<file path="config.mk">
export PLATFORM = sky130hd
export DESIGN_NAME = lexical_token_classifier_flat
export DESIGN_NICKNAME = d
export VERILOG_FILES = /design/src/sv/ltc_pkg.sv /design/src/sv/ltc_if.sv /design/src/sv/lexical_token_classifier.sv /design/src/sv/ltc_tracker.sv /design/src/sv/ltc_classifier.sv /design/src/flat_wrapper.sv
export SDC_FILE = /design/constraint.sdc
export NUM_CORES = 1
export LEC_CHECK = 0
export ABC_AREA = 0
export BUFFER_PORTS_ARGS = -buffer_cell sky130_fd_sc_hd__buf_2
export CORE_AREA = 2 2 150 152
export CTS_CLUSTER_DIAMETER = 150
export DETAILED_ROUTE_END_ITERATION = 8
export DIE_AREA = 0 0 152 154
export MAX_ROUTING_LAYER = met4
export PLACE_DENSITY_LB_ADDON = 0.2
export SETUP_SLACK_MARGIN = 0.02
export SLEW_MARGIN = 10
export SYNTH_ARGS = -nofsm -noshare
export SYNTH_HDL_FRONTEND = slang
export SYNTH_HIERARCHICAL = 1
export SYNTH_SLANG_ARGS = --single-unit
</file>
<file path="constraint.sdc">
create_clock -name clk -period 3.5 [get_ports clk]
set_input_delay 0.35 -clock clk [delete_from_list [all_inputs] [get_ports clk]]
set_output_delay 0.35 -clock clk [all_outputs]
set_load 0.02 [all_outputs]
</file>
<file path="src/sv/ltc_pkg.sv">
// ltc_pkg: shared types, class codes and the fixed word table of the token classifier.
// No dependencies; used by every file under sv/.
package ltc_pkg;

  localparam int NUM_WORDS  = 24;
  localparam int WORD_CHARS = 8;
  localparam logic [3:0] POS_SAT = 4'd8;

  typedef logic [3:0] tok_class_t;

  localparam tok_class_t CLS_ARITH      = 4'd0;
  localparam tok_class_t CLS_ASSIGN     = 4'd1;
  localparam tok_class_t CLS_RELATIONAL = 4'd2;
  localparam tok_class_t CLS_LOGICAL    = 4'd3;
  localparam tok_class_t CLS_KEYWORD    = 4'd4;
  localparam tok_class_t CLS_RESERVED   = 4'd5;
  localparam tok_class_t CLS_RES_BOOL   = 4'd6;
  localparam tok_class_t CLS_NOISE      = 4'd7;
  localparam tok_class_t CLS_LINE_CMT   = 4'd8;
  localparam tok_class_t CLS_BLOCK_CMT  = 4'd9;
  localparam tok_class_t CLS_DELIMITER  = 4'd10;
  localparam tok_class_t CLS_IDENT      = 4'd11;
  localparam tok_class_t CLS_REAL       = 4'd12;
  localparam tok_class_t CLS_INTEGER    = 4'd13;
  localparam tok_class_t CLS_INVALID    = 4'd14;

  localparam logic [7:0] CH_UNDERSCORE = 8'h5F;
  localparam logic [7:0] CH_POINT      = 8'h2E;
  localparam logic [7:0] CH_SEMI       = 8'h3B;
  localparam logic [7:0] CH_SLASH      = 8'h2F;
  localparam logic [7:0] CH_STAR       = 8'h2A;
  localparam logic [7:0] CH_EQ         = 8'h3D;
  localparam logic [7:0] CH_BANG       = 8'h21;
  localparam logic [7:0] CH_AMP        = 8'h26;
  localparam logic [7:0] CH_BAR        = 8'h7C;
  localparam logic [7:0] CH_PLUS       = 8'h2B;
  localparam logic [7:0] CH_MINUS      = 8'h2D;
  localparam logic [7:0] CH_PCT        = 8'h25;
  localparam logic [7:0] CH_GT         = 8'h3E;
  localparam logic [7:0] CH_LT         = 8'h3C;

  // Word text, padded with zero bytes; the length table guards the padding.
  localparam logic [7:0] WORD_TEXT [NUM_WORDS][WORD_CHARS] = '{
    '{"b","o","o","l",8'h0,8'h0,8'h0,8'h0},
    '{"c","h","a","r",8'h0,8'h0,8'h0,8'h0},
    '{"d","e","f","a","u","l","t",8'h0},
    '{"d","o","u","b","l","e",8'h0,8'h0},
    '{"d","r","o","p",8'h0,8'h0,8'h0,8'h0},
    '{"e","l","s","e",8'h0,8'h0,8'h0,8'h0},
    '{"f","l","o","a","t",8'h0,8'h0,8'h0},
    '{"h","i","g","h",8'h0,8'h0,8'h0,8'h0},
    '{"i","f",8'h0,8'h0,8'h0,8'h0,8'h0,8'h0},
    '{"i","n","p",8'h0,8'h0,8'h0,8'h0,8'h0},
    '{"i","n","t",8'h0,8'h0,8'h0,8'h0,8'h0},
    '{"l","o","w",8'h0,8'h0,8'h0,8'h0,8'h0},
    '{"o","u","t",8'h0,8'h0,8'h0,8'h0,8'h0},
    '{"p","o","w",8'h0,8'h0,8'h0,8'h0,8'h0},
    '{"t","e","r","m",8'h0,8'h0,8'h0,8'h0},
    '{"u","n","t","i","l",8'h0,8'h0,8'h0},
    '{"b","o","d","y",8'h0,8'h0,8'h0,8'h0},
    '{"n","e","x","t",8'h0,8'h0,8'h0,8'h0},
    '{"i","n","V","a","l","i","d",8'h0},
    '{"v","a","l","i","d",8'h0,8'h0,8'h0},
    '{"i","n","p","u","t",8'h0,8'h0,8'h0},
    '{"i","n","t","e","g","e","r",8'h0},
    '{"o","u","t","p","u","t",8'h0,8'h0},
    '{"p","o","w","e","r",8'h0,8'h0,8'h0}
  };

  localparam logic [3:0] WORD_LEN [NUM_WORDS] = '{
    4'd4, 4'd4, 4'd7, 4'd6, 4'd4, 4'd4, 4'd5, 4'd4,
    4'd2, 4'd3, 4'd3, 4'd3, 4'd3, 4'd3, 4'd4, 4'd5,
    4'd4, 4'd4, 4'd7, 4'd5, 4'd5, 4'd7, 4'd6, 4'd5
  };

  localparam tok_class_t WORD_CLASS [NUM_WORDS] = '{
    CLS_KEYWORD, CLS_KEYWORD, CLS_KEYWORD, CLS_KEYWORD,
    CLS_KEYWORD, CLS_KEYWORD, CLS_KEYWORD, CLS_KEYWORD,
    CLS_KEYWORD, CLS_KEYWORD, CLS_KEYWORD, CLS_KEYWORD,
    CLS_KEYWORD, CLS_KEYWORD, CLS_KEYWORD, CLS_KEYWORD,
    CLS_RESERVED, CLS_RESERVED, CLS_RES_BOOL, CLS_RES_BOOL,
    CLS_NOISE, CLS_NOISE, CLS_NOISE, CLS_NOISE
  };

  // Token summary as seen after the current character is folded in.
  typedef struct packed {
    logic [7:0]           first;
    logic [7:0]           second;
    logic [3:0]           len;
    logic [NUM_WORDS-1:0] cand;
    logic                 all_num;
    logic                 has_pt;
  } tok_view_t;

  function automatic logic is_digit(input logic [7:0] c);
    return (c >= "0") && (c <= "9");
  endfunction

  function automatic logic is_letter(input logic [7:0] c);
    return ((c >= "a") && (c <= "z")) || ((c >= "A") && (c <= "Z")) ||
           (c == CH_UNDERSCORE);
  endfunction

endpackage

</file>
<file path="src/sv/ltc_if.sv">
// ltc_in_if / ltc_out_if: valid-ready channels of the token classifier.
// Depends on ltc_pkg for the class type.
interface ltc_in_if;
  logic       valid;
  logic       ready;
  logic [7:0] char_in;
  logic       last_char;

  modport source (output valid, output char_in, output last_char, input ready);
  modport sink   (input valid, input char_in, input last_char, output ready);
endinterface

interface ltc_out_if;
  logic                valid;
  logic                ready;
  ltc_pkg::tok_class_t token_class;

  modport source (output valid, output token_class, input ready);
  modport sink   (input valid, input token_class, output ready);
endinterface

</file>
<file path="src/sv/lexical_token_classifier.sv">
// lexical_token_classifier: top level, one character per transaction in, one class out.
// Depends on ltc_pkg, ltc_if, ltc_tracker and ltc_classifier.
//
// Usage:
//   in_ch carries one character of a token per transaction; last_char marks the
//   token's final character. Only that final transaction yields a result.
//   out_ch carries token_class for each finished token, in token order.
//   Output: the class is registered and appears on out_ch in the cycle after the
//   final character is accepted.
//   Throughput: one character per cycle, sustained while no final character waits;
//   the per-character work is a 24-way byte compare against the word table plus
//   the class decode, all between the tracker state and the output register.
//   Stall: while an undelivered result sits in the output register and the
//   receiver holds ready low, characters that are not final are still taken;
//   a final character waits until the output register frees up.
//   Reset (rst_n low, synchronous): token state returns to empty and the
//   output register is emptied.
module lexical_token_classifier (
  input  logic     clk,
  input  logic     rst_n,
  ltc_in_if.sink   in_ch,
  ltc_out_if.source out_ch
);

  logic                in_acc;
  logic                out_valid_r, out_valid_nxt;
  ltc_pkg::tok_class_t class_r;
  ltc_pkg::tok_class_t class_c;
  ltc_pkg::tok_view_t  view;

  assign in_ch.ready = !out_valid_r || out_ch.ready || !in_ch.last_char;
  assign in_acc      = in_ch.valid && in_ch.ready;

  ltc_tracker u_tracker (
    .clk       (clk),
    .rst_n     (rst_n),
    .accept    (in_acc),
    .char_in   (in_ch.char_in),
    .last_char (in_ch.last_char),
    .view      (view)
  );

  ltc_classifier u_classifier (
    .view        (view),
    .token_class (class_c)
  );

  always_comb begin
    if (in_acc && in_ch.last_char)
      out_valid_nxt = 1'b1;
    else if (out_ch.ready)
      out_valid_nxt = 1'b0;
    else
      out_valid_nxt = out_valid_r;
  end

  always_ff @(posedge clk) begin
    if (!rst_n)
      out_valid_r <= 1'b0;
    else
      out_valid_r <= out_valid_nxt;
  end

  always_ff @(posedge clk) begin
    if (in_acc && in_ch.last_char)
      class_r <= class_c;
  end

  assign out_ch.valid       = out_valid_r;
  assign out_ch.token_class = class_r;

endmodule

</file>
<file path="src/sv/ltc_tracker.sv">
// ltc_tracker: per-token state (position, first two chars, word candidates, numeric flags).
// Depends on ltc_pkg. Presents the state with the current character folded in.
module ltc_tracker (
  input  logic                clk,
  input  logic                rst_n,
  input  logic                accept,
  input  logic [7:0]          char_in,
  input  logic                last_char,
  output ltc_pkg::tok_view_t  view
);

  logic [3:0]                    pos_r, pos_nxt;
  logic [7:0]                    first_r, first_nxt;
  logic [7:0]                    second_r, second_nxt;
  logic [ltc_pkg::NUM_WORDS-1:0] cand_r, cand_nxt;
  logic                          all_num_r, all_num_nxt;
  logic                          has_pt_r, has_pt_nxt;
  logic [ltc_pkg::NUM_WORDS-1:0] hit;
  logic                          is_pt;

  always_comb begin
    for (int i = 0; i < ltc_pkg::NUM_WORDS; i++) begin
      hit[i] = (pos_r < ltc_pkg::WORD_LEN[i]) &&
               (ltc_pkg::WORD_TEXT[i][pos_r[2:0]] == char_in);
    end
  end

  assign is_pt = (char_in == ltc_pkg::CH_POINT);

  always_comb begin
    first_nxt  = (pos_r == 4'd0) ? char_in : first_r;
    second_nxt = (pos_r == 4'd1) ? char_in : second_r;
    if (pos_r < ltc_pkg::POS_SAT) begin
      cand_nxt = cand_r & hit;
      pos_nxt  = pos_r + 4'd1;
    end else begin
      cand_nxt = '0;
      pos_nxt  = pos_r;
    end
    all_num_nxt = all_num_r & (ltc_pkg::is_digit(char_in) | is_pt);
    has_pt_nxt  = has_pt_r | is_pt;
  end

  always_comb begin
    view.first   = first_nxt;
    view.second  = second_nxt;
    view.len     = pos_nxt;
    view.cand    = cand_nxt;
    view.all_num = all_num_nxt;
    view.has_pt  = has_pt_nxt;
  end

  always_ff @(posedge clk) begin
    if (!rst_n || (accept && last_char)) begin
      pos_r     <= '0;
      first_r   <= '0;
      second_r  <= '0;
      cand_r    <= '1;
      all_num_r <= 1'b1;
      has_pt_r  <= 1'b0;
    end else if (accept) begin
      pos_r     <= pos_nxt;
      first_r   <= first_nxt;
      second_r  <= second_nxt;
      cand_r    <= cand_nxt;
      all_num_r <= all_num_nxt;
      has_pt_r  <= has_pt_nxt;
    end
  end

endmodule

</file>
<file path="src/sv/ltc_classifier.sv">
// ltc_classifier: maps a finished token summary to its class code.
// Depends on ltc_pkg. Purely combinational.
module ltc_classifier (
  input  ltc_pkg::tok_view_t  view,
  output ltc_pkg::tok_class_t token_class
);

  logic [7:0]          f, s;
  logic                two, pm_pct;
  logic                word_hit;
  ltc_pkg::tok_class_t word_cls;

  assign f      = view.first;
  assign s      = view.second;
  assign two    = (view.len == 4'd2);
  assign pm_pct = (f == ltc_pkg::CH_PLUS) || (f == ltc_pkg::CH_MINUS) ||
                  (f == ltc_pkg::CH_PCT);

  // At most one word can survive at a given length; lowest index wins anyway.
  always_comb begin
    word_hit = 1'b0;
    word_cls = ltc_pkg::CLS_IDENT;
    for (int i = ltc_pkg::NUM_WORDS - 1; i >= 0; i--) begin
      if (view.cand[i] && (ltc_pkg::WORD_LEN[i] == view.len)) begin
        word_hit = 1'b1;
        word_cls = ltc_pkg::WORD_CLASS[i];
      end
    end
  end

  always_comb begin
    if ((f == ltc_pkg::CH_SLASH) || (f == ltc_pkg::CH_STAR)) begin
      if (two && (f == ltc_pkg::CH_SLASH) && (s == ltc_pkg::CH_SLASH))
        token_class = ltc_pkg::CLS_LINE_CMT;
      else if (two && (((f == ltc_pkg::CH_SLASH) && (s == ltc_pkg::CH_STAR)) ||
                       ((f == ltc_pkg::CH_STAR) && (s == ltc_pkg::CH_SLASH))))
        token_class = ltc_pkg::CLS_BLOCK_CMT;
      else
        token_class = ltc_pkg::CLS_INVALID;
    end else if (f == ltc_pkg::CH_SEMI) begin
      token_class = (view.len == 4'd1) ? ltc_pkg::CLS_DELIMITER : ltc_pkg::CLS_INVALID;
    end else if (ltc_pkg::is_letter(f)) begin
      token_class = word_hit ? word_cls : ltc_pkg::CLS_IDENT;
    end else if (((f == ltc_pkg::CH_BANG) && (s == ltc_pkg::CH_EQ)) ||
                 ((f == ltc_pkg::CH_AMP) && (s == ltc_pkg::CH_AMP)) ||
                 ((f == ltc_pkg::CH_BAR) && (s == ltc_pkg::CH_BAR))) begin
      token_class = ltc_pkg::CLS_LOGICAL;
    end else if (((f == ltc_pkg::CH_EQ) && (s == ltc_pkg::CH_EQ)) ||
                 (f == ltc_pkg::CH_GT) || (f == ltc_pkg::CH_LT)) begin
      token_class = ltc_pkg::CLS_RELATIONAL;
    end else if ((f == ltc_pkg::CH_EQ) || (pm_pct && (s == ltc_pkg::CH_EQ))) begin
      token_class = ltc_pkg::CLS_ASSIGN;
    end else if (pm_pct) begin
      token_class = ltc_pkg::CLS_ARITH;
    end else if ((ltc_pkg::is_digit(f) || (f == ltc_pkg::CH_POINT)) && view.all_num) begin
      token_class = view.has_pt ? ltc_pkg::CLS_REAL : ltc_pkg::CLS_INTEGER;
    end else begin
      token_class = ltc_pkg::CLS_INVALID;
    end
  end

endmodule

</file>
<file path="src/flat_wrapper.sv">
// flat-port wrapper written by rule: the top's interface ports become plain ports
module lexical_token_classifier_flat 
  (clk, rst_n, in_ch_valid, in_ch_char_in, in_ch_last_char, in_ch_ready, out_ch_valid, out_ch_token_class, out_ch_ready);
  ltc_in_if in_ch_i ();
  ltc_out_if out_ch_i ();
  input  logic clk;
  input  logic rst_n;
  input wire logic [$bits(in_ch_i.valid)-1:0] in_ch_valid;
  input wire logic [$bits(in_ch_i.char_in)-1:0] in_ch_char_in;
  input wire logic [$bits(in_ch_i.last_char)-1:0] in_ch_last_char;
  output wire logic [$bits(in_ch_i.ready)-1:0] in_ch_ready;
  output wire logic [$bits(out_ch_i.valid)-1:0] out_ch_valid;
  output wire logic [$bits(out_ch_i.token_class)-1:0] out_ch_token_class;
  input wire logic [$bits(out_ch_i.ready)-1:0] out_ch_ready;
  assign in_ch_i.valid = in_ch_valid;
  assign in_ch_i.char_in = in_ch_char_in;
  assign in_ch_i.last_char = in_ch_last_char;
  assign in_ch_ready = in_ch_i.ready;
  assign out_ch_valid = out_ch_i.valid;
  assign out_ch_token_class = out_ch_i.token_class;
  assign out_ch_i.ready = out_ch_ready;
  lexical_token_classifier u_core (.clk(clk), .rst_n(rst_n), .in_ch(in_ch_i), .out_ch(out_ch_i));
endmodule
</file>
* After elaboration in Yosys (flattened, before gate mapping)
Memory sizes are Yosys's and may differ from the RTL's.
Index checks and enable logic that the tools add are counted.
** Operators by class
- Multiply operators :: 0
- Div/mod/pow operators :: 0
- Magnitude comparators :: 16
- Shift-type cells :: 0
- Reductions and logical operators :: 85
- Multiplexer cells :: 115
- Add/subtract/negate cells :: 1
- Bitwise gates (word level) :: 5
- Equality and inequality tests :: 53
** Operator list (count)
- $mux 8 :: 50
- $eq 8x8->1 :: 24
- $eq 8x6->1 const B :: 17
- $mux 4 :: 33
- $logic_and 1x1->1 :: 65
- $mux 1 :: 27
- $and 24x24->24 :: 1
- $eq 8x7->1 const B :: 3
- $mux 24 :: 1
- $eq 3x4->1 const A :: 4
- $ge 8x6->1 const B :: 2
- $ge 8x7->1 const B :: 2
- $le 8x6->1 const B :: 2
- $le 8x7->1 const B :: 2
- $lt 4x3->1 const B :: 4
- $logic_or 1x1->1 :: 15
- $mux 3 :: 3
- $eq 2x4->1 const A :: 2
- $eq 4x1->1 const B :: 2
- $lt 4x2->1 const B :: 2
- $add 4x1->4 const B :: 1
- $eq 4x2->1 const B :: 1
- $ge 4x4->1 const B :: 1
- $logic_not 4->1 :: 1
- other kinds (7) :: 10
** Word-level totals
- Word-level logic and storage cells :: 307
- Memory bits (read-only) :: 1536
- Bits in latches :: 0
- Bits of input ports :: 13
- Register bits :: 51
- Memories :: 24
- Memory bits (writable) :: 0
- Output and inout bits :: 6
** Memory list
- (name not given) :: depth 8, width 8, rd ports 1, clocked after Yosys merged registers in 0, write ports 0, line ltc_tracker.sv:24 : (ltc_pkg::WORD_TEXT[i][pos_r[2:0]] == char_in);
- (name not given) :: depth 8, width 8, rd ports 1, clocked after Yosys merged registers in 0, write ports 0, line ltc_tracker.sv:24
- (name not given) :: depth 8, width 8, rd ports 1, clocked after Yosys merged registers in 0, write ports 0, line ltc_tracker.sv:24
- (name not given) :: depth 8, width 8, rd ports 1, clocked after Yosys merged registers in 0, write ports 0, line ltc_tracker.sv:24
- (name not given) :: depth 8, width 8, rd ports 1, clocked after Yosys merged registers in 0, write ports 0, line ltc_tracker.sv:24
- (name not given) :: depth 8, width 8, rd ports 1, clocked after Yosys merged registers in 0, write ports 0, line ltc_tracker.sv:24
- 18 more memories

* Logic depth before layout (Yosys ltp)
Gate-level depths: netlist of run 1.
- Depth after elaboration :: 37
- Depth in mapped cells :: 15
- Gate-level depth less buffers :: 12

* Cells and area by module
Netlist of run 1, hierarchy kept.
** Modules (own cells, without submodules)
- ltc_tracker :: cells each 545, times used 1, area each 4051.4 µm², sequential area each 920.9 µm²
- ltc_classifier :: cells each 112, times used 1, area each 706.9 µm², sequential area each 0.0 µm²
- lexical_token_classifier :: cells each 12, times used 1, area each 193.9 µm², sequential area each 140.1 µm²

* Worst setup path after synthesis of run 1
Ideal clock, no wire load.
- Path type :: flip-flop to flip-flop
- Start :: reg u_core.u_tracker.pos_r[1]
- End :: reg u_core.class_r[2], in the netlist u_core/out_ch.token_class[2], data pin
- Required time :: 3.239 ns
- Library setup time :: 0.261 ns
- Buffers on the path :: 3
- Data arrival time :: 3.164 ns
- Setup slack :: 0.075 ns
- Cell stages (with the launch flop) :: 14
- Clock period less this slack :: 3.425 ns
- Path through :: dfxtp_1 buf_2 inv_1 ha_1 buf_2 nor3b_1 buf_2 mux2_2 or3b_1 or4_1 a211oi_2 nor3_1 o21a_1 a221o_1
** RTL lines
- from (decl) :: line ltc_tracker.sv:12 : logic [3:0] pos_r, pos_nxt;
- from (signal assigned) :: line ltc_tracker.sv:62 : pos_r <= pos_nxt;
- to (signal assigned) :: line lexical_token_classifier.sv:66 : class_r <= class_c;
- to (decl) :: line lexical_token_classifier.sv:27 : ltc_pkg::tok_class_t class_r;

==> results of run 1 <==
cell usage in the layout, fill, tap and decap left out, types with 6 or more instances in the layout:
master	instances
sky130_fd_sc_hd__ha_1	6
sky130_fd_sc_hd__nor4_1	9
sky130_fd_sc_hd__a21oi_1	52
sky130_fd_sc_hd__or3_1	6
sky130_fd_sc_hd__mux2i_1	10
sky130_fd_sc_hd__nand3_1	13
sky130_fd_sc_hd__nor3b_1	11
sky130_fd_sc_hd__nand4_1	10
sky130_fd_sc_hd__or2_2	6
sky130_fd_sc_hd__o22ai_1	6
sky130_fd_sc_hd__buf_2	18
sky130_fd_sc_hd__nand2_1	66
sky130_fd_sc_hd__nor2b_1	13
sky130_fd_sc_hd__o31ai_1	16
sky130_fd_sc_hd__dfxtp_1	46
sky130_fd_sc_hd__xnor2_1	27
sky130_fd_sc_hd__o21ai_0	32
sky130_fd_sc_hd__inv_1	14
sky130_fd_sc_hd__xor2_1	18
sky130_fd_sc_hd__and3_1	6
sky130_fd_sc_hd__nor3_1	34
sky130_fd_sc_hd__o21a_1	6
sky130_fd_sc_hd__buf_4	106
sky130_fd_sc_hd__nand2b_1	15
sky130_fd_sc_hd__nor2_1	42
sky130_fd_sc_hd__mux2_2	16
sky130_fd_sc_hd__nor4b_1	7
registers in the layout, indices dropped and copies added (netlist names):
name	cells
u_core/out_ch.valid	1
u_core/u_tracker/first_r	8
u_core/u_tracker/pos_r	4
u_core/u_tracker/cand_r	24
u_core/out_ch.token_class	4
u_core/u_tracker/all_num_r	1
u_core/u_tracker/second_r	8
u_core/u_tracker/has_pt_r	1
critical path, cell delays in order (launching register included):
cell	delay (ns)
sky130_fd_sc_hd__dfxtp_1	0.35
sky130_fd_sc_hd__inv_1	0.07
sky130_fd_sc_hd__ha_2	0.33
sky130_fd_sc_hd__buf_4	0.17
sky130_fd_sc_hd__or3b_2	0.42
sky130_fd_sc_hd__o21ai_0	0.13
sky130_fd_sc_hd__o21ai_0	0.12
sky130_fd_sc_hd__nor4bb_1	0.31
sky130_fd_sc_hd__buf_4	0.18
sky130_fd_sc_hd__nor2b_1	0.05
sky130_fd_sc_hd__nor4b_1	0.39
sky130_fd_sc_hd__nor4_2	0.12
sky130_fd_sc_hd__buf_4	0.15
sky130_fd_sc_hd__o21ai_0	0.14
sky130_fd_sc_hd__a21o_1	0.11
sky130_fd_sc_hd__o31ai_1	0.08
repair_timing:
item	4_1_cts	5_1_grt
hold buffers	0	0
endpoints found under the setup margin	3	4
pin swaps	0	2
gates resized for setup	5	14
how the worst max path moves through the flow:
| stage | endpoint | cells after the start | from | slack, ns |
|---|---|---|---|---|
| global route | u_core/out_ch.token_class[1] | 15 | u_core/u_tracker/pos_r[1] | -0.06 |
| global placement | u_core/out_ch.token_class[2] | 13 | u_core/u_tracker/pos_r[1] | -0.19 |
| floorplan | u_core/out_ch.token_class[2] | 13 | u_core/u_tracker/pos_r[1] | 0.07 |
| detailed placement | u_core/out_ch.token_class[2] | 13 | u_core/u_tracker/pos_r[1] | -0.16 |
| finish | u_core/out_ch.token_class[0] | 15 | u_core/u_tracker/pos_r[0] | 0.13 |
| CTS | u_core/out_ch.token_class[2] | 12 | u_core/u_tracker/pos_r[0] | 0.04 |
layout make-up:
cell class	count	area (µm²)	share of cell area (%)
Sequential cell	51	1060	17.0
Clock inverter	3	28.8	0.461
Timing Repair Buffer	129	986	15.8
Tap cell	280	350	5.62
Inverter	15	56.3	0.903
Clock buffer	5	125	2.01
Multi-Input combinational cell	539	3630	58.2
report_power, final:
part	total, mW	leakage [nW]	internal [mW]	switching [mW]
Clock	0.553	0.0759	0.274	0.279
Sequential	0.639	0.424	0.622	0.0164
Combinational	0.731	1.78	0.311	0.420
Total	1.92	2.28	1.21	0.715
cells in the mapped netlist (all sizes together) (9+ instances only):
master / n / area share [%]
nand2: 66 / 5.0
a21oi: 52 / 5.3
dfxtp: 47 / 19
nor2: 43 / 3.3
buf: 42 / 4.2
nor3: 36 / 3.6
o21ai: 33 / 3.3
xnor2: 27 / 4.8
clkbuf: 22 / 1.7
xor2: 18 / 3.2
mux2: 16 / 3.6
o31ai: 16 / 2.4
nand2b: 15 / 1.9
inv: 14 / 1.1
nor2b: 14 / 1.9
nand3: 13 / 1.3
nor3b: 12 / 2.0
nor4: 11 / 1.4
mux2i: 10 / 2.0
nand4: 10 / 1.3
ha: 9 / 2.3
nor4b: 9 / 1.6
per-stage QoR:
| stage | hold WS [ns] | instance area, µm² | TNS, ns | total power, mW |
|---|---|---|---|---|
| after floorplan | 0.418 | 4950 | 0 | 1.09 |
| after global placement | 0.429 | 6000 | -0.324 | 1.37 |
| after detailed placement | 0.433 | 6000 | -0.246 | 1.36 |
| after CTS | 0.299 | 6170 | 0 | 1.93 |
| after global routing | 0.312 | 6240 | -0.103 | 2.04 |
| final | 0.305 | 6240 | 0 | 1.92 |
per-layer routing:
metal	wire (µm)	GRT usage (%)
met1	9710	23.4
met2	8380	25.6
met3	686	2.48
met4	442	5.03
met5	0	-
logic make-up (layout without fill, tap and decap cells):
family / Yosys count / count (layout) / synth area share (%)
xor gates and xnor gates: 45 / 45 / 7.96
DFF: 51 / 51 / 21.4
buffers and inverters: 79 / 152 / 7.05
AOI/OAI and AO/OA: 174 / 174 / 23.5
muxes: 26 / 26 / 5.66
and+or+nand+nor: 285 / 285 / 32.2
adders and majority gates: 9 / 9 / 2.27
==> results summary, run 1 <==
The initial utilization of the core area, before any placement, comes to 22.8%. The routed wire length is 19.2 mm. The total of flip-flops plus latches after synthesis came out at 51.

Including well taps, the total number of placed cells is 1,014. The commonest register cell after synthesis is sky130_fd_sc_hd__dfxtp_1. The via count of the first global-routing pass came out at 5,033. The number of cells in the finished layout apart from fillers is 1,022. The cell row count is 54. Entering global routing, the biggest net connects 46 pins. The number of antenna violations at the first check in global routing came out at 0.

Counting every instance in the synthesized netlist gives 669. The placeable core region is 21,700 µm². Synthesis produced a netlist with a net count of 691.

The TritonCTS buffer count came out at 5. Max-cap violations in this run came to 0. The count of yosys warnings during synthesis is 6. The TritonCTS clock tree is yes. The worst register-to-register path begins at u_core/u_tracker/pos_r[0].

The deepest clock path buffer count is 2. The power density normalized to cell area came out at 308 nW/µm². Clock tree synthesis selected as its root buffer the cell sky130_fd_sc_hd__clkbuf_16. The post-route minimum period is 3.37 ns.

Clock tree synthesis found a total of 51 sinks. The maximum clock skew at final layout is 0.00414 ns. The count of antenna-violating nets left after detailed routing is 0.

The worst register-to-register path ends at u_core/out_ch.token_class[0]. The worst setup path is captured at a register. Compared with the post-synthesis result, the final layout area differs by 26.0%. The flow ran to the end, and the final reports show no timing, DRC or antenna violations. The die outline width came out at 152 µm. The relative slew slack came out at 52.6%. The path class of the tightest hold or removal check is in2reg. The maximum level of the CTS H-tree is 2. STA classifies the critical path startpoint as a register. Prior to clock tree synthesis, the placed netlist has a worst setup slack of -0.157 ns. The residual overflow from global routing is 0. The leakage power came out at 2.28 nW.

The register clock-pin slew on the reported worst setup and hold paths came out at 0.08 ns. The worst path uses 96.3% of the clock period. The final HPWL from detailed placement is 14.7 mm. The count of flip-flops with a built-in enable after synthesis is 4.

The number of stages on the worst hold path is 2. For the worst setup path, the data arrival time is 3.43 ns. The final hold violation count is 0. Setup repair after global routing could not meet its margin everywhere.

The filler cells instantiated in the layout total 2,331. The upper clock frequency limit came out at 297 MHz. The kind of critical path is reg2reg. The DRC violations left came out at 0. The repair_antennas step left the layout with diodes totalling 0.

Setup violations remaining at the end of the flow were counted as 0. The required time reported for the critical path endpoint came out at 3.56 ns. The count of input and output buffers came out at 18. Averaged over all synthesized cells, the footprint is 7.40 µm².

For this run, the register share of the synthesized area comes to 21.4%. IR analysis of the VDD net gives a maximum drop of 0.000177 V. The ratio of routed vias to standard cells is 5.09. The number of placed I/O pins is 19. The count of cells along the worst register-to-register path came out at 15. The average routed wire per standard cell came out at 18.8 µm.

The synthesized area came out at 4950 µm². The destination of the worst hold path is u_core/out_ch.valid. The netlist uses 80 different library cells.

The final core area utilization is 28.8%. The placer congestion estimate is 0.863. The register-to-register path setup slack came out at 0.13 ns. The fraction of registers with async set/reset is 0%. Global routing consumed, over all layers together, 16.9% of the routing resources.

The count of pins over their slew limit came to 0. In this run the most critical hold path is launched from rst_n. The ratio of cells with drive above 1 in the final layout came out at 25.2%. Across all setup checks in the final design, the least slack found is 0.131 ns. The count of buffers added by post-CTS timing repair for setup came out at 0.

From bottom edge to top edge, the die measures 154 µm. The first global-routing pass estimated 30.4 mm of wire. The die area came out at 23,400 µm².

The top fanout value on the critical path is 6. The transition at the pin with the smallest max-transition slack is 0.707 ns. The total via count in the routed design is 5,199. After the first detailed-routing iteration, the DRC count stood at 398. The first-pass detailed-route iteration total is 4. The post-layout net count is 763. The latest clock arrival within the worst-skew pair is 0.31 ns.
Power figures use the tool's default switching activity.
==> inputs of run 2 (changes only) <==
--- a/config.mk
+++ b/config.mk
@@ -7,10 +7,10 @@
 export LEC_CHECK = 0
 export ABC_AREA = 0
 export BUFFER_PORTS_ARGS = -buffer_cell sky130_fd_sc_hd__buf_2
-export CORE_AREA = 2 2 150 152
+export CORE_AREA = 2 2 108 110
 export CTS_CLUSTER_DIAMETER = 150
 export DETAILED_ROUTE_END_ITERATION = 8
-export DIE_AREA = 0 0 152 154
+export DIE_AREA = 0 0 110 112
 export MAX_ROUTING_LAYER = met4
 export PLACE_DENSITY_LB_ADDON = 0.2
 export SETUP_SLACK_MARGIN = 0.02
==> run 2 against run 1 <==
First-iteration DRC count rose by 64%. Clock power fell by 2%. Total power fell by 2.2%. Routed wire length fell by 5.2%. Sequential power barely moved. Critical path type unchanged. Combinational power fell by 4.4%. Utilization rose by 23 points.
==> results summary, run 2 (synthesis results as in run 1) <==
The run finished with clean final reports. The final hold violation count came out at 0 (unchanged). The transition at the pin with the smallest max-transition slack came out at 0.903 ns (+0.197 ns). The die outline width came out at 110 µm (-28%). The leakage power came out at 2.10 nW (-8.2%). The number of cells in the finished layout apart from fillers was 848 (-17%). The count of cells along the worst register-to-register path was 12 (-3). The maximum level of the CTS H-tree is 2 (unchanged).

The residual overflow from global routing came to 0 (unchanged). The worst hold slack came out at 0.304 ns (-0.00154 ns). The maximum clock skew at final layout came out at 0.0100 ns (+0.00589 ns). The relative area change from synthesis to final layout is 17.8%.

The global-route total usage across every layer is 31.4% (+14 points). The worst ir drop on vdd came to 0.000219 V (+23%). In the layout the commonest cells are sky130_fd_sc_hd__buf_4 (69), sky130_fd_sc_hd__nand2_1 (66), sky130_fd_sc_hd__a21oi_1 (51). The critical path starts at u_core/u_tracker/pos_r[1]. The post-route minimum period came out at 3.36 ns (-0.00995 ns).

The placer congestion estimate is 0.983 (+14%). The register clock-pin slew on the reported worst setup and hold paths is 0.08 ns (about the same). The routed wire length is 18.2 mm (-5.2%). Counting flops per register, the top entry is u_core/u_tracker/cand_r. The startpoint identified for the worst register-to-register timing path is u_core/u_tracker/pos_r[1]. The area used by multi-input combinational logic is 3680 µm² (+1.3%). The max-capacitance violation count came out at 0 (unchanged). The detailed router's first-iteration violation count is 652 (+64%). TritonCTS built the clock tree. The final worst slack is 0.141 ns (+0.00995 ns).

The placeable core region came to 11,200 µm² (-48%). The global routing usage on met3 came to 6.15% (+3.7 points). The kind of start point of the critical path is a register. The post-placement worst setup slack came out at -0.0733 ns (+0.0834 ns). The upper clock frequency limit is 298 MHz (+0.30%). The relative slew slack came to 39.3% (-13 points). In this run the worst hold path is classified as in2reg.

In this design, the critical path's most frequently occurring cell is sky130_fd_sc_hd__buf_4. The first-pass detailed-route iteration total came out at 6 (+2). The top fanout value on the critical path came out at 18 (+12). The register cell area after layout came out at 1060 µm² (unchanged). The average routed wire per standard cell is 21.5 µm (+14%). The tree is rooted in a sky130_fd_sc_hd__clkbuf_16. The TritonCTS buffer count is 5 (unchanged).

The DRC violations left came out at 0 (unchanged). The count of antenna-violating nets left after detailed routing was 0 (unchanged). The number of flip-flops under the largest register name is 24 (unchanged). The total via count in the routed design is 5,336 (+2.6%). The delay of the slowest cell on the worst path was 0.44 ns (+0.02 ns). The register-to-register path setup slack is 0.14 ns (about the same). The number of antenna violations at the first check in global routing is 0 (unchanged). The slowest stage of the critical path belongs to the cell sky130_fd_sc_hd__or3b_1.

The ratio of routed vias to standard cells is 6.29 (+24%). The ratio of cells with drive above 1 in the final layout came out at 22.1% (-3.1 points). The wire length of the first global-routing pass is 28.6 mm (-5.8%). The count of buffer and inverter cells on the critical path came out at 4 (unchanged).

The die area came out at 12,300 µm² (-47%). The fraction of met2 tracks used by global routing came out at 45.4% (+20 points). The cts-stage hold buffer count is 0 (unchanged). The placed instance count was 835 (-18%). The pin count of the biggest net entering global routing was 46 (unchanged). The via count of the first global-routing pass came out at 5,093 (+1.2%). The latest clock arrival within the worst-skew pair is 0.31 ns (about the same). STA classifies the critical path endpoint as a register. The count of pins over their slew limit came to 0 (unchanged).

The cell row count is 39 (-28%). The arrival time at the worst endpoint came to 3.42 ns (about the same). The most frequent standard cell in the layout excluding fill and tap cells is sky130_fd_sc_hd__buf_4.

The number of antenna cells inserted came out at 0 (unchanged). The number of failing setup endpoints in the final timing report came out at 0 (unchanged). The startpoint identified for the worst hold timing path is rst_n. The routing usage on met1 is 44.5% (+21 points). The power density normalized to cell area came out at 323 nW/µm² (+4.6%).

The path with the worst hold slack has its endpoint at u_core/out_ch.valid. The final HPWL from detailed placement came out at 13.1 mm (-11%). The layout filler cell count is 1,094 (-53%). The number of stages on the worst hold path came out at 2 (unchanged). The kind of cell with the highest combined delay on the critical path is simple AND/OR/NAND/NOR gates. The endpoint of the worst-slack reg-to-reg timing path is u_core/out_ch.token_class[2]. The number of placed I/O pins is 19 (unchanged). The count of input and output buffers is 18 (unchanged). In the final layout, the registers with the most flip-flops are u_core/u_tracker/cand_r x24, u_core/u_tracker/first_r x8, u_core/u_tracker/second_r x8.

The post-layout net count came to 726 (-4.8%). The vertical die dimension came to 112 µm (-27%). The required time reported for the critical path endpoint came out at 3.56 ns (about the same). The clock sink count is 51 (unchanged). The deepest clock path buffer count came out at 2 (unchanged). Setup repair after global routing could not meet its margin everywhere. The most congested layer reported by global routing is met2. The signal on the critical path passes through inv_1 > ha_4 > buf_4 > clkinvlp_4 > o21ai_1 > buf_4 > or3b_1 > nor3b_2 > nand3_1 > a21oi_2 > o41ai_1 > a221o_1. The initial core utilization is 44.3% (+21 points). The share of the cycle needed by the critical path after routing is 96.0% (-0.28 points).

By startpoint and endpoint, the worst setup path is classified as reg2reg.
-- run 2: cell types whose count changed in the layout (fill, tap and decap cells not counted), sizes merged --
cell      change
buf          -37
clkinvlp      +1
inv           -1
-- run 2: timing repair --
item,CTS,global route
setup buffers,1,4
pin swaps,1,2
gates resized for setup,2,28
setup endpoints to repair,1,4
-- run 2: how the worst max path moves through the flow --
stage,slack [ns],cells past startpoint,end
final,0.14,12,u_core/out_ch.token_class[2]
after global routing,-0.008,15,u_core/out_ch.token_class[0]
after CTS,0.02,12,u_core/out_ch.token_class[2]
after detailed placement,-0.07,12,u_core/out_ch.token_class[2]
after global placement,-0.06,12,u_core/out_ch.token_class[2]
after floorplan,0.07,13,u_core/out_ch.token_class[2]
-- run 2: area by class of cell --
type | instances | share of cell area, %
well taps | 143 | 3.07
clock inverters | 3 | 0.493
flip-flops and latches | 51 | 18.2
multi-input cells | 539 | 63.1
repair buffers | 92 | 12.0
clock buffers | 5 | 2.15
inverters | 15 | 1.03
-- run 2: layer usage --
layer / vias to the layer above / routed length [µm]
met5: - / 0
met4: 0 / 341
met3: 30 / 1750
met2: 270 / 7840
met1: 2518 / 8280
li1: 2518 / -
-- run 2: power breakdown --
part | switching, mW | internal (mW)
sequential | 0.0181 | 0.622
combinational | 0.419 | 0.280
clock | 0.268 | 0.274
total | 0.704 | 1.18
-- run 2: per-stage QoR --
step           utilization (%)   TNS, ns  area (µm²)  power (mW)
4_1_cts                   50.7         0        5670        1.85
3_5_place_dp              49.2   -0.0733        5500        1.30
5_1_grt                   52.2  -0.00750        5830        1.97
2_1_floorplan                -         0        4950        1.09
6_report                  52.2         0        5830        1.88
3_3_place_gp              49.2   -0.0594        5500        1.30
==> inputs of run 3 (changes only) <==
--- a/config.mk
+++ b/config.mk
@@ -8,11 +8,13 @@
 export ABC_AREA = 0
 export BUFFER_PORTS_ARGS = -buffer_cell sky130_fd_sc_hd__buf_2
 export CORE_AREA = 2 2 108 110
+export CTS_BUF_LIST = sky130_fd_sc_hd__clkbuf_4
 export CTS_CLUSTER_DIAMETER = 150
 export DETAILED_ROUTE_END_ITERATION = 8
 export DIE_AREA = 0 0 110 112
 export MAX_ROUTING_LAYER = met4
 export PLACE_DENSITY_LB_ADDON = 0.2
+export RECOVER_POWER = 25
 export SETUP_SLACK_MARGIN = 0.02
 export SLEW_MARGIN = 10
 export SYNTH_ARGS = -nofsm -noshare
==> run 3 against run 2 <==
Hold slack got worse by 0.12 ns. Die area unchanged. Setup slack worse by 0.080 ns. Cell count is the same. Clock skew grew 0.013 ns. Critical endpoint is now u_core/out_ch.token_class[3].
==> results summary, run 3 (synthesis results as in run 1) <==
The die area came out at 12,300 µm² (unchanged). The count of buffer and inverter cells on the critical path is 4 (unchanged). The residual overflow from global routing came out at 0 (unchanged). The top fanout value on the critical path is 14 (-4).

Leaving out fill and tap cells, the most frequent cell in the layout is sky130_fd_sc_hd__nand2_1. The maximum level of the CTS H-tree is 2 (unchanged). In the layout the commonest cells are sky130_fd_sc_hd__nand2_1 (66), sky130_fd_sc_hd__buf_4 (65), sky130_fd_sc_hd__a21oi_1 (51). TritonCTS built the clock tree. The placer congestion estimate is 0.983 (unchanged).

The detailed router's first-iteration violation count is 678 (+4.0%). The signal on the critical path passes through inv_1 > buf_4 > ha_2 > buf_4 > xor2_1 > nor4b_1 > a211oi_2 > buf_4 > nor3_1 > nor2_1 > o21ai_0 > a21oi_1 > o21ai_1 > o21bai_1. STA classifies the critical path startpoint as a register.

The power density normalized to cell area came to 292 nW/µm² (-9.5%). The worst register-to-register path begins at u_core/u_tracker/pos_r[1]. The final hold violation count came to 0 (unchanged). The arrival time at the worst endpoint is 3.63 ns (+0.21 ns). The latest clock arrival within the worst-skew pair was 0.44 ns (+0.13 ns). The worst ir drop on vdd is 0.000178 V (-19%).

Counting stages on the worst path, the most repeated cell is sky130_fd_sc_hd__buf_4. The worst hold slack is 0.181 ns (-0.122 ns). The post-layout net count is 725 (-0.14%). The total via count in the routed design is 5,399 (+1.2%).

The vertical die dimension came out at 112 µm (unchanged). The register clock-pin slew on the reported worst setup and hold paths came out at 0.20 ns (+0.12 ns). The count of pins over their slew limit came out at 0 (unchanged). The count of input and output buffers came out at 18 (unchanged).

The max-capacitance violation count came out at 0 (unchanged). The largest registers in the layout are u_core/u_tracker/cand_r x24, u_core/u_tracker/first_r x8, u_core/u_tracker/second_r x8. The DRC violations left came out at 0 (unchanged). Relative to the synthesized area, the layout overhead comes to 15.9%.

The root buffer cell is sky130_fd_sc_hd__clkbuf_4. The required time reported for the critical path endpoint came out at 3.69 ns (+0.13 ns). In this run the most critical hold path is launched from rst_n. The global-route total usage across every layer came out at 31.3% (-0.16 points).

The count of cells along the worst register-to-register path is 14 (+2). The upper clock frequency limit is 291 MHz (-2.3%). The count of antenna-violating nets left after detailed routing came out at 0 (unchanged).

The TritonCTS buffer count is 5 (unchanged). The share of the cycle needed by the critical path after routing came out at 98.3% (+2.3 points). The number of cells in the finished layout apart from fillers came out at 848 (unchanged).

Ranked by flip-flop count, first place goes to u_core/u_tracker/cand_r. The cell row count came to 39 (unchanged). The deepest clock path buffer count came out at 2 (unchanged). The ratio of cells with drive above 1 in the final layout is 21.2% (-0.96 points). The transition at the pin with the smallest max-transition slack came out at 1.10 ns (+0.196 ns). The maximum clock skew at final layout came out at 0.0232 ns (+0.0132 ns). The run finished with clean final reports.

The path with the worst hold slack has its endpoint at u_core/out_ch.valid. The ratio of routed vias to standard cells is 6.37 (+1.2%). The number of flip-flops under the largest register name is 24 (unchanged). The post-route minimum period came out at 3.44 ns (+0.0803 ns). The kind of critical path is reg2reg.

Setup repair after global routing could not meet its margin everywhere. The initial core utilization came to 44.3% (unchanged). The number of stages on the worst hold path came out at 2 (unchanged).

The pin count of the biggest net entering global routing was 46 (unchanged). The leakage power was 2.04 nW (-2.9%). The worst setup path is captured at a register. The routed wire length is 18.2 mm (-0.18%). The final HPWL from detailed placement came out at 13.1 mm (unchanged).

The tightest min-delay check is of the in2reg type. The placed instance count came out at 835 (unchanged). The via count of the first global-routing pass is 5,140 (+0.92%).

The relative slew slack is 26.7% (-13 points). The wire length of the first global-routing pass came out at 28.6 mm (-0.22%). The library cell contributing the largest single delay on the critical path is sky130_fd_sc_hd__dfxtp_2. The placeable core region is 11,200 µm² (unchanged). The register-to-register path setup slack came to 0.06 ns (-0.08 ns). The number of failing setup endpoints in the final timing report is 0 (unchanged).

The number of antenna violations at the first check in global routing is 0 (unchanged). The final worst slack was 0.0607 ns (-0.0803 ns). The first-pass detailed-route iteration total is 5 (-1). The clock sink count came out at 51 (unchanged). The delay of the slowest cell on the worst path came out at 0.42 ns (-0.02 ns). The number of placed I/O pins is 19 (unchanged). The average routed wire per standard cell is 21.4 µm (-0.18%). The die outline width is 110 µm (unchanged). Grouping stages by cell kind, the critical path spends the most delay in compound AO/OA/AOI/OAI gates. In this run the critical register-to-register path is captured at u_core/out_ch.token_class[3]. The post-placement worst setup slack came out at -0.0733 ns (unchanged).
run 3: cell count changes in the layout (fill, tap and decap cells not counted), moves of 4 or more:
cell                        before  now
sky130_fd_sc_hd__clkbuf_16       5    0
sky130_fd_sc_hd__buf_2          18   12
sky130_fd_sc_hd__buf_4          69   65
sky130_fd_sc_hd__clkbuf_1        0    7
sky130_fd_sc_hd__clkbuf_4        0    5
run 3: worst max-delay path by stage:
stage	endpoint	start	depth (start not counted)
floorplan	u_core/out_ch.token_class[2]	u_core/u_tracker/pos_r[1]	13
global placement	u_core/out_ch.token_class[2]	u_core/u_tracker/pos_r[0]	12
detailed placement	u_core/out_ch.token_class[2]	u_core/u_tracker/pos_r[0]	12
CTS	u_core/out_ch.token_class[2]	u_core/u_tracker/pos_r[1]	12
global route	u_core/out_ch.token_class[0]	u_core/u_tracker/pos_r[0]	15
finish	u_core/out_ch.token_class[3]	u_core/u_tracker/pos_r[1]	14
run 3: final cells by class:
type / count / area [µm²]
tap: 143 / 179
fill: 1110 / 5430
inverter: 15 / 60.1
sequential: 51 / 1060
antenna: 1 / 2.50
clock inverter: 3 / 28.8
clock buffer: 5 / 37.5
timing repair buffer: 91 / 682
multi-input combinational: 539 / 3690
run 3: stage by stage:
stage | utilization, % | setup TNS [ns] | total power, mW | instance area [µm²]
floorplan | - | 0 | 1.09 | 4950
global placement | 49.2 | -0.0594 | 1.30 | 5500
detailed placement | 49.2 | -0.0733 | 1.30 | 5500
CTS | 50.0 | 0 | 1.64 | 5580
global route | 51.3 | -0.0680 | 1.76 | 5740
finish | 51.4 | 0 | 1.67 | 5740
run 3: timing repair:
item / CTS / global route
cloned: 0 / 0
pin swaps: 2 / 2
resized for setup: 3 / 30
setup buffers: 1 / 3
hold buffers: 0 / 0
hold endpoints to repair: 0 / 0
setup endpoints to repair: 1 / 4
run 3: routing by layer:
metal	global-route usage [%]	routed length, µm	part of all wire, %
met1	44.3	8110	45
met2	44.7	7800	43
met3	6.26	1850	10
met4	8.61	422	2.3
met5	-	0	0
run 3: power by group:
group          leakage (nW)  internal, mW  switching [mW]  total, mW
logic                  1.57         0.279           0.418      0.697
clock network        0.0373        0.0863           0.249      0.335
registers             0.424         0.624          0.0184      0.642
total                  2.04         0.989           0.686       1.67
